`config.mk`:
```
export PLATFORM = sky130hd
export DESIGN_NAME = box_surface_closest_point
export DESIGN_NICKNAME = d
export VERILOG_FILES = /design/src/hdl/bscp_pkg.sv /design/src/hdl/box_surface_closest_point.sv /design/src/hdl/bscp_axis.sv /design/src/hdl/bscp_select.sv
export SDC_FILE = /design/constraint.sdc
export NUM_CORES = 2
export LEC_CHECK = 0
export ABC_AREA = 1
export BUFFER_PORTS_ARGS = -buffer_cell sky130_fd_sc_hd__buf_4
export CAP_MARGIN = 10
export CORE_ASPECT_RATIO = 1.75
export CORE_MARGIN = 1.5
export CORE_UTILIZATION = 40
export DETAILED_ROUTE_END_ITERATION = 7
export SKIP_CTS_REPAIR_TIMING = 1
export SKIP_LAST_GASP = 1
export SYNTH_ARGS = -nofsm -noshare
export SYNTH_HDL_FRONTEND = slang
export SYNTH_SLANG_ARGS = --single-unit
```
`constraint.sdc`:
```
create_clock -name clock -period 9.5 [get_ports clock]
set_clock_uncertainty 0.2 [all_clocks]
set_input_delay 0.95 -clock clock [delete_from_list [all_inputs] [get_ports clock]]
set_output_delay 0.95 -clock clock [all_outputs]
set_load 0.02 [all_outputs]
```
`src/hdl/bscp_pkg.sv`:
```
// shared types, constants and the normal magnitude table for the box surface closest point block
`timescale 1ns / 1ps
`default_nettype none
package bscp_pkg;

   localparam int DIMENSIONS_DEF   = 3;
   localparam int COORD_WIDTH_DEF  = 16;
   localparam int MAX_AXES         = 3;
   localparam int NORMAL_WIDTH     = 16;
   localparam int CSR_INDEX_WIDTH  = 3;
   localparam int COUNT_WIDTH      = 2;
   localparam int UPPER_RESET      = 256;

   localparam logic [NORMAL_WIDTH-1:0] MAG_ONE   = 16'd16384;
   localparam logic [NORMAL_WIDTH-1:0] MAG_TWO   = 16'd11585;
   localparam logic [NORMAL_WIDTH-1:0] MAG_THREE = 16'd9459;

   typedef enum logic [CSR_INDEX_WIDTH-1:0] {
      REG_LOWER_X = 3'd0,
      REG_LOWER_Y = 3'd1,
      REG_LOWER_Z = 3'd2,
      REG_UPPER_X = 3'd3,
      REG_UPPER_Y = 3'd4,
      REG_UPPER_Z = 3'd5
   } csr_index_type;

   typedef struct packed {
      logic snap;
      logic square;
   } stage_en_type;

   typedef struct packed {
      logic interior;
      logic upper;
   } axis_flags_type;

   // unit length scale by number of snapped axes
   function automatic logic [NORMAL_WIDTH-1:0] unit_mag(input logic [COUNT_WIDTH-1:0] k);
      logic [NORMAL_WIDTH-1:0] mag;
      case (k)
         2'd1: begin
            mag = MAG_ONE;
         end
         2'd2: begin
            mag = MAG_TWO;
         end
         2'd3: begin
            mag = MAG_THREE;
         end
         default: begin
            mag = '0;
         end
      endcase
      return mag;
   endfunction

endpackage
`default_nettype wire

```
`src/hdl/box_surface_closest_point.sv`:
```
// top level: box corner registers, input register, axis pipelines and result register
//
//   channel   direction  handshake                payload
//   req_      in         req_valid / req_stall    req_point_x/y/z
//   rsp_      out        rsp_valid / rsp_stall    rsp_near_x/y/z, rsp_normal_x/y/z
//   csr_      in         csr_write_en             csr_index, csr_data
//
// one item per cycle while the result side does not stall; an accepted item passes
// through the input register, snap stage, squaring stage and result register in
// that order; the squaring multiplier of each axis sets the stage depth
// reset is synchronous and clears the valid bits and loads the default unit box
// each stage moves on whenever the stage after it is empty or moving, so a stalled
// result holds only the stages that are full behind it
`timescale 1ns / 1ps
`default_nettype none
module box_surface_closest_point #(
   parameter int DIMENSIONS  = bscp_pkg::DIMENSIONS_DEF,
   parameter int COORD_WIDTH = bscp_pkg::COORD_WIDTH_DEF
) (
   input  wire                                           clock,
   input  wire                                           reset,
   input  wire                                           req_valid,
   output logic                                          req_stall,
   input  wire logic signed [COORD_WIDTH-1:0]            req_point_x,
   input  wire logic signed [COORD_WIDTH-1:0]            req_point_y,
   input  wire logic signed [COORD_WIDTH-1:0]            req_point_z,
   output logic                                          rsp_valid,
   input  wire                                           rsp_stall,
   output logic signed [COORD_WIDTH-1:0]                 rsp_near_x,
   output logic signed [COORD_WIDTH-1:0]                 rsp_near_y,
   output logic signed [COORD_WIDTH-1:0]                 rsp_near_z,
   output logic signed [bscp_pkg::NORMAL_WIDTH-1:0]      rsp_normal_x,
   output logic signed [bscp_pkg::NORMAL_WIDTH-1:0]      rsp_normal_y,
   output logic signed [bscp_pkg::NORMAL_WIDTH-1:0]      rsp_normal_z,
   input  wire                                           csr_write_en,
   input  wire logic [bscp_pkg::CSR_INDEX_WIDTH-1:0]     csr_index,
   input  wire logic [COORD_WIDTH-1:0]                   csr_data
);

   localparam int AXES = bscp_pkg::MAX_AXES;

   logic signed [COORD_WIDTH-1:0] lower_in [AXES];
   logic signed [COORD_WIDTH-1:0] lower_ff [AXES];
   logic signed [COORD_WIDTH-1:0] upper_in [AXES];
   logic signed [COORD_WIDTH-1:0] upper_ff [AXES];

   logic signed [COORD_WIDTH-1:0] req_point [AXES];
   logic signed [COORD_WIDTH-1:0] point_ff  [AXES];

   logic v0_in, v0_ff, v1_in, v1_ff, v2_in, v2_ff, out_in, out_ff;
   logic ready0, ready1, ready2, out_ready;
   logic load0, load_out;
   bscp_pkg::stage_en_type stage_en;

   logic [2*COORD_WIDTH-1:0]          axis_sq    [AXES];
   logic signed [COORD_WIDTH-1:0]     axis_snap  [AXES];
   logic signed [COORD_WIDTH-1:0]     axis_point [AXES];
   bscp_pkg::axis_flags_type          axis_flags [AXES];
   logic signed [COORD_WIDTH-1:0]     near       [AXES];
   logic signed [bscp_pkg::NORMAL_WIDTH-1:0] normal [AXES];

   // box corner registers
   always_comb begin
      lower_in = lower_ff;
      upper_in = upper_ff;
      if (csr_write_en) begin
         case (bscp_pkg::csr_index_type'(csr_index))
            bscp_pkg::REG_LOWER_X: begin
               lower_in[0] = csr_data;
            end
            bscp_pkg::REG_LOWER_Y: begin
               lower_in[1] = csr_data;
            end
            bscp_pkg::REG_LOWER_Z: begin
               lower_in[2] = csr_data;
            end
            bscp_pkg::REG_UPPER_X: begin
               upper_in[0] = csr_data;
            end
            bscp_pkg::REG_UPPER_Y: begin
               upper_in[1] = csr_data;
            end
            bscp_pkg::REG_UPPER_Z: begin
               upper_in[2] = csr_data;
            end
            default: begin
            end
         endcase
      end
   end

   // pipeline flow control
   always_comb begin
      out_ready = !out_ff || !rsp_stall;
      ready2    = !v2_ff || out_ready;
      ready1    = !v1_ff || ready2;
      ready0    = !v0_ff || ready1;
      load0     = ready0 && req_valid;
      stage_en.snap   = ready1 && v0_ff;
      stage_en.square = ready2 && v1_ff;
      load_out  = out_ready && v2_ff;
      v0_in     = ready0 ? req_valid : v0_ff;
      v1_in     = ready1 ? v0_ff : v1_ff;
      v2_in     = ready2 ? v1_ff : v2_ff;
      out_in    = out_ready ? v2_ff : out_ff;
   end

   assign req_point[0] = req_point_x;
   assign req_point[1] = req_point_y;
   assign req_point[2] = req_point_z;

   always_ff @(posedge clock) begin
      if (reset) begin
         for (int i = 0; i < AXES; i++) begin
            lower_ff[i] <= '0;
            upper_ff[i] <= COORD_WIDTH'(bscp_pkg::UPPER_RESET);
         end
         v0_ff  <= 1'b0;
         v1_ff  <= 1'b0;
         v2_ff  <= 1'b0;
         out_ff <= 1'b0;
      end else begin
         lower_ff <= lower_in;
         upper_ff <= upper_in;
         v0_ff    <= v0_in;
         v1_ff    <= v1_in;
         v2_ff    <= v2_in;
         out_ff   <= out_in;
      end
   end

   always_ff @(posedge clock) begin
      if (load0) begin
         point_ff <= req_point;
      end
   end

   for (genvar a = 0; a < AXES; a++) begin : g_axis
      if (a < DIMENSIONS) begin : g_used
         bscp_axis #(
            .COORD_WIDTH (COORD_WIDTH)
         ) u_axis (
            .clock     (clock),
            .en        (stage_en),
            .point     (point_ff[a]),
            .lower     (lower_ff[a]),
            .upper     (upper_ff[a]),
            .sq        (axis_sq[a]),
            .snap      (axis_snap[a]),
            .point_out (axis_point[a]),
            .flags     (axis_flags[a])
         );
      end else begin : g_unused
         assign axis_sq[a]    = '0;
         assign axis_snap[a]  = '0;
         assign axis_point[a] = '0;
         assign axis_flags[a] = '0;
      end
   end

   bscp_select #(
      .DIMENSIONS  (DIMENSIONS),
      .COORD_WIDTH (COORD_WIDTH)
   ) u_select (
      .clock  (clock),
      .load   (load_out),
      .sq     (axis_sq),
      .snap   (axis_snap),
      .point  (axis_point),
      .flags  (axis_flags),
      .near   (near),
      .normal (normal)
   );

   assign req_stall    = !ready0;
   assign rsp_valid    = out_ff;
   assign rsp_near_x   = near[0];
   assign rsp_near_y   = near[1];
   assign rsp_near_z   = near[2];
   assign rsp_normal_x = normal[0];
   assign rsp_normal_y = normal[1];
   assign rsp_normal_z = normal[2];

   // at least one axis is always snapped
   a_normal_nonzero: assert property (@(posedge clock) disable iff (reset)
      rsp_valid |-> (rsp_normal_x != '0 || rsp_normal_y != '0 || rsp_normal_z != '0))
      else $error("result item without a snapped axis");

   // the input side only stalls when the input register is full and cannot move
   a_stall_when_full: assert property (@(posedge clock) disable iff (reset)
      req_stall |-> (v0_ff && v1_ff && v2_ff && out_ff))
      else $error("input stalled with room in the pipeline");

   // a blocked item in the squaring stage stays put
   a_hold_square: assert property (@(posedge clock) disable iff (reset)
      (v2_ff && !ready2) |=> v2_ff)
      else $error("item lost from squaring stage");

   // a new result only follows an item in the squaring stage
   a_result_source: assert property (@(posedge clock) disable iff (reset)
      $rose(rsp_valid) |-> $past(v2_ff))
      else $error("result item without a source");

endmodule
`default_nettype wire

```
`src/hdl/bscp_axis.sv`:
```
// per-axis face snap and squared distance, two pipeline stages
`timescale 1ns / 1ps
`default_nettype none
module bscp_axis #(
   parameter int COORD_WIDTH = bscp_pkg::COORD_WIDTH_DEF
) (
   input  wire                                clock,
   input  bscp_pkg::stage_en_type             en,
   input  wire logic signed [COORD_WIDTH-1:0] point,
   input  wire logic signed [COORD_WIDTH-1:0] lower,
   input  wire logic signed [COORD_WIDTH-1:0] upper,
   output logic [2*COORD_WIDTH-1:0]           sq,
   output logic signed [COORD_WIDTH-1:0]      snap,
   output logic signed [COORD_WIDTH-1:0]      point_out,
   output bscp_pkg::axis_flags_type           flags
);

   logic signed [COORD_WIDTH:0]   diff_lo;
   logic signed [COORD_WIDTH:0]   diff_hi;
   logic [COORD_WIDTH:0]          abs_lo;
   logic [COORD_WIDTH:0]          abs_hi;
   logic [COORD_WIDTH-1:0]        dist_lo;
   logic [COORD_WIDTH-1:0]        dist_hi;

   logic [COORD_WIDTH-1:0]        dist_in,  dist_ff;
   logic signed [COORD_WIDTH-1:0] snap_in,  snap1_ff, snap2_ff;
   logic signed [COORD_WIDTH-1:0] point1_ff, point2_ff;
   bscp_pkg::axis_flags_type      flags_in, flags1_ff, flags2_ff;
   logic [2*COORD_WIDTH-1:0]      sq_in,    sq_ff;

   always_comb begin
      diff_lo = {point[COORD_WIDTH-1], point} - {lower[COORD_WIDTH-1], lower};
      diff_hi = {point[COORD_WIDTH-1], point} - {upper[COORD_WIDTH-1], upper};
      abs_lo  = diff_lo[COORD_WIDTH] ? (~diff_lo + 1'b1) : diff_lo;
      abs_hi  = diff_hi[COORD_WIDTH] ? (~diff_hi + 1'b1) : diff_hi;
      dist_lo = abs_lo[COORD_WIDTH-1:0];
      dist_hi = abs_hi[COORD_WIDTH-1:0];
      // tie goes to the upper face
      flags_in.upper    = !(dist_lo < dist_hi);
      flags_in.interior = (point > lower) && (point < upper);
      dist_in = flags_in.upper ? dist_hi : dist_lo;
      snap_in = flags_in.upper ? upper : lower;
      sq_in   = dist_ff * dist_ff;
   end

   always_ff @(posedge clock) begin
      if (en.snap) begin
         dist_ff   <= dist_in;
         snap1_ff  <= snap_in;
         point1_ff <= point;
         flags1_ff <= flags_in;
      end
      if (en.square) begin
         sq_ff     <= sq_in;
         snap2_ff  <= snap1_ff;
         point2_ff <= point1_ff;
         flags2_ff <= flags1_ff;
      end
   end

   assign sq        = sq_ff;
   assign snap      = snap2_ff;
   assign point_out = point2_ff;
   assign flags     = flags2_ff;

endmodule
`default_nettype wire

```
`src/hdl/bscp_select.sv`:
```
// picks the dropped axis, builds the surface point and unit normal, result register
`timescale 1ns / 1ps
`default_nettype none
module bscp_select #(
   parameter int DIMENSIONS  = bscp_pkg::DIMENSIONS_DEF,
   parameter int COORD_WIDTH = bscp_pkg::COORD_WIDTH_DEF
) (
   input  wire                                clock,
   input  wire                                load,
   input  wire logic [2*COORD_WIDTH-1:0]      sq        [bscp_pkg::MAX_AXES],
   input  wire logic signed [COORD_WIDTH-1:0] snap      [bscp_pkg::MAX_AXES],
   input  wire logic signed [COORD_WIDTH-1:0] point     [bscp_pkg::MAX_AXES],
   input  bscp_pkg::axis_flags_type           flags     [bscp_pkg::MAX_AXES],
   output logic signed [COORD_WIDTH-1:0]      near      [bscp_pkg::MAX_AXES],
   output logic signed [bscp_pkg::NORMAL_WIDTH-1:0] normal [bscp_pkg::MAX_AXES]
);

   localparam int AXIS_W = $clog2(DIMENSIONS);

   logic                                all_inside;
   logic [AXIS_W-1:0]                   drop;
   logic [2*COORD_WIDTH-1:0]            best_sq;
   logic [bscp_pkg::MAX_AXES-1:0]       snapped;
   logic [bscp_pkg::COUNT_WIDTH-1:0]    k;
   logic [bscp_pkg::NORMAL_WIDTH-1:0]   mag;

   logic signed [COORD_WIDTH-1:0]            near_in   [bscp_pkg::MAX_AXES];
   logic signed [COORD_WIDTH-1:0]            near_ff   [bscp_pkg::MAX_AXES];
   logic signed [bscp_pkg::NORMAL_WIDTH-1:0] normal_in [bscp_pkg::MAX_AXES];
   logic signed [bscp_pkg::NORMAL_WIDTH-1:0] normal_ff [bscp_pkg::MAX_AXES];

   always_comb begin
      all_inside = 1'b1;
      for (int i = 0; i < DIMENSIONS; i++) begin
         all_inside = all_inside && flags[i].interior;
      end
      // with every slab inside, snap the axis of least distance; a tie prefers the higher axis
      drop    = '0;
      best_sq = sq[0];
      for (int j = 1; j < DIMENSIONS; j++) begin
         if (sq[j] <= best_sq) begin
            drop    = AXIS_W'(j);
            best_sq = sq[j];
         end
      end
      k = '0;
      for (int i = 0; i < bscp_pkg::MAX_AXES; i++) begin
         if (i < DIMENSIONS) begin
            snapped[i] = !flags[i].interior || (all_inside && (drop == AXIS_W'(i)));
         end else begin
            snapped[i] = 1'b0;
         end
         k = k + bscp_pkg::COUNT_WIDTH'(snapped[i]);
      end
      mag = bscp_pkg::unit_mag(k);
      for (int i = 0; i < bscp_pkg::MAX_AXES; i++) begin
         if (i >= DIMENSIONS) begin
            near_in[i]   = '0;
            normal_in[i] = '0;
         end else if (snapped[i]) begin
            near_in[i]   = snap[i];
            normal_in[i] = flags[i].upper ? mag : (~mag + 1'b1);
         end else begin
            near_in[i]   = point[i];
            normal_in[i] = '0;
         end
      end
   end

   always_ff @(posedge clock) begin
      if (load) begin
         near_ff   <= near_in;
         normal_ff <= normal_in;
      end
   end

   assign near   = near_ff;
   assign normal = normal_ff;

endmodule
`default_nettype wire

```
==> results.toml <==
[run_status]
status = "finished, final reports clean"

[timing]
number_of_setup_violations_in_the_final_report = 0
maxSlewHeadroom_pct = 21.9
number_of_hold_violations_in_the_final_report = 0
period_share_pct = 69.9
final-max-slew-violation-count = 0
final.setup.tns_ps = 0
rsz0062_at_grt = "false"
worstMarginPinSlew_ps = 1170
hold_ws_ps = 210
fmax_mhz = 151
post_layout_min_period_ps = 6640

[synthesis]
syn_warnings = 0
synth.avg_cell_area_um2 = 8.49
postSynth.asyncResetShare_pct = 0
mappedNetlistNets = 7316
postSynthCellCount = 6236
synthesis.area_mm2 = 0.0529
synth_cell_type_count = 58
synth_seq_cells = 565
number_of_enable_flip_flop_cells_after_synthesis = 465
synth.yosys.seq_area_share_pct = 30.2
synth_top_flop_cell = "sky130_fd_sc_hd__edfxtp_1"

[clock_tree]
later_pin_clock_latency_in_the_skew_report_ps = 640
clock-sinks = 565
cts.root.buffer_cell = "sky130_fd_sc_hd__clkbuf_16"
ctsHtreeMaxLevel = 2
max_root_sink_buffers = 3
tritoncts_clock_tree = "done"
cts.reportedPaths.clkPinSlew_ps = 70
numCtsBuffers = 52

[worst_hold_path]
holdCritPathClass = "reg -> reg"

[layout]
area_growth_pct = 8.56
final_common_cell = "sky130_fd_sc_hd__nand2_1"
final_nets = 7370
finish.instance_area_mm2 = 0.0575
top_library_cells_by_usage_in_the_layout_fill_and_taps_aside = "sky130_fd_sc_hd__nand2_1 (1,464), sky130_fd_sc_hd__inv_1 (1,435), sky130_fd_sc_hd__ha_1 (509), sky130_fd_sc_hd__fa_1 (499), sky130_fd_sc_hd__edfxtp_1 (465)"
layout-drive-gt1-share_pct = 5.86
final_cells = 8029

[place]
detailed_place_hpwl_mm = 118
port_buffers = 169
numPlacedInstances = 7927
routabilityCongestion = 0.924
place_area_mm2 = 0.0556

[route]
via_count = 39800
detail_route.iter0.violations = 2173
route.detailed.drc = 0
avgViaCountPerCell = 4.95
detail-route-antenna-nets = 0
wire_per_inst_um = 17.9
drt_first_pass_iters = 6
drt_wl_total_mm = 144

[critical_path]
crit_path_end_kind = "flip-flop"
worst-path-max-fanout = 16
crit_required_ps = 9690
worst_path_arrival_ps = 6830
r2r_slack_ps = 2860
classification_of_the_worst_setup_path = "reg -> reg"
startpoint_type = "flip-flop"

[global_route]
grt_pass1_wl_mm = 224
number_of_global_route_vias_before_repair = 41500
global_route.usage.total_pct = 21.5
grt_start_max_net_pins = 151
globalRouteOverflowTotal = 0
grt_antenna_before_repair = 4

[floorplanning]
floorplan.initialDensity_pct = 40.3
fp.dieArea_mm2 = 0.135
die_height_um = 484
fp.dieW_um = 278
placementRows = 176
top_level_ports = 170
core_area_mm2 = 0.131

[flow_run]
number_of_maximum_capacitance_constraint_violations = 0
==> critical path, cell delays in order (launching register included) <==
cell and delay, ps:
sky130_fd_sc_hd__edfxtp_1 720, sky130_fd_sc_hd__nand2_1 230, sky130_fd_sc_hd__inv_1 80, sky130_fd_sc_hd__fa_1 510, sky130_fd_sc_hd__inv_1 60, sky130_fd_sc_hd__fa_1 530, sky130_fd_sc_hd__inv_1 50, sky130_fd_sc_hd__fa_1 490
sky130_fd_sc_hd__inv_1 60, sky130_fd_sc_hd__fa_1 540, sky130_fd_sc_hd__inv_1 50, sky130_fd_sc_hd__fa_1 480, sky130_fd_sc_hd__inv_1 50, sky130_fd_sc_hd__fa_1 480, sky130_fd_sc_hd__inv_1 40, sky130_fd_sc_hd__ha_1 370
sky130_fd_sc_hd__nand2_1 140, sky130_fd_sc_hd__nor2_1 150, sky130_fd_sc_hd__inv_1 70, sky130_fd_sc_hd__nor3_1 160, sky130_fd_sc_hd__a21oi_1 130, sky130_fd_sc_hd__o21ai_0 370, sky130_fd_sc_hd__a21o_1 200, sky130_fd_sc_hd__nand3_1 100
sky130_fd_sc_hd__nand3b_1 110, sky130_fd_sc_hd__nand2_1 50
==> worst paths after layout <==
| check | start | to | cells after the start |
|---|---|---|---|
| worst max-delay path | g_axis[1].g_used.u_axis.dist_ff[9] | g_axis[1].g_used.u_axis.sq[31] | 25 |
| worst min register to register | g_axis[2].g_used.u_axis.point1_ff[5] | g_axis[2].g_used.u_axis.point_out[5] | 0 |
| worst max register to register | g_axis[1].g_used.u_axis.dist_ff[9] | g_axis[1].g_used.u_axis.sq[31] | 25 |
| worst min-delay path | g_axis[2].g_used.u_axis.point1_ff[5] | g_axis[2].g_used.u_axis.point_out[5] | 0 |
==> final cells by class <==
| class | count | area (µm²) |
|---|---|---|
| fill | 12900 | 74000 |
| multi-input combinational | 4044 | 30700 |
| sequential | 565 | 16000 |
| inverter | 1447 | 5440 |
| tap | 1691 | 2120 |
| clock buffer | 58 | 1390 |
| timing repair buffer | 180 | 1360 |
| clock inverter | 40 | 459 |
| antenna | 4 | 10.0 |
==> registers in the layout, indices dropped and copies added (netlist names) <==
name,count
g_axis.g_used.u_axis.sq,93
g_axis.g_used.u_axis.dist_ff,48
g_axis.g_used.u_axis.point1_ff,48
g_axis.g_used.u_axis.point_out,48
g_axis.g_used.u_axis.snap1_ff,48
g_axis.g_used.u_axis.snap,48
lower_ff,48
point_ff,48
u_select.near,48
upper_ff,48
u_select.normal,24
g_axis.g_used.u_axis.flags1_ff,6
g_axis.g_used.u_axis.flags,6
rsp_valid,1
v0_ff,1
v1_ff,1
v2_ff,1
==> synthesized netlist by cell type, types with 8 or more instances <==
cell type                  count  share of area (%)
sky130_fd_sc_hd__o21ai_0     220                2.1
sky130_fd_sc_hd__fa_1        499                 19
sky130_fd_sc_hd__nor2_2        8              0.095
sky130_fd_sc_hd__nand2_2      32               0.38
sky130_fd_sc_hd__clkbuf_1    135               0.96
sky130_fd_sc_hd__o21ai_2       8               0.13
sky130_fd_sc_hd__nand3_1     217                2.1
sky130_fd_sc_hd__and2_1       14               0.17
sky130_fd_sc_hd__ha_1        509                 12
sky130_fd_sc_hd__a21o_1       11               0.16
sky130_fd_sc_hd__buf_2        10              0.095
sky130_fd_sc_hd__xor2_1      119                2.0
sky130_fd_sc_hd__buf_4        26               0.37
sky130_fd_sc_hd__o21bai_1     12               0.17
sky130_fd_sc_hd__nand2_1    1464                 10
sky130_fd_sc_hd__a21oi_1     348                3.3
sky130_fd_sc_hd__nand4_1      48               0.57
sky130_fd_sc_hd__xnor2_1      60               0.99
sky130_fd_sc_hd__nor3_1       27               0.26
sky130_fd_sc_hd__edfxtp_1    465                 26
sky130_fd_sc_hd__inv_2         9              0.064
sky130_fd_sc_hd__o21ai_1      31               0.29
sky130_fd_sc_hd__dfxtp_1     100                3.8
sky130_fd_sc_hd__inv_1      1437                 10
sky130_fd_sc_hd__o211ai_1      9               0.13
sky130_fd_sc_hd__a31oi_1      12               0.14
sky130_fd_sc_hd__nor2_1      296                2.1
sky130_fd_sc_hd__nand3b_1     22               0.31
==> kinds of logic after synthesis <==
group / share of synthesized area [%]
AO/OA/AOI/OAI: 7.05
XOR/XNOR: 3.27
adder cells (fa/ha/maj): 30.9
buffers and inverters: 11.8
flip-flops: 30.2
multiplexers: 0.0993
AND/OR/NAND/NOR: 16.7
==> routing by layer <==
layer  GRT usage, %  routed length [µm]
met1           21.9               50400
met2           43.2               80900
met3           1.66                4630
met4           10.6                7860
met5              0                   0
==> stage by stage <==
step	utilization [%]	setup slack, ps
6_report	43.7	2860
4_1_cts	43.7	2870
5_1_grt	43.7	2510
3_3_place_gp	42.3	2920
2_1_floorplan	-	1170
3_5_place_dp	42.3	2920
Power is not shown: default switching activity piles up to over one toggle a cycle in this logic, so the estimate is an artifact.
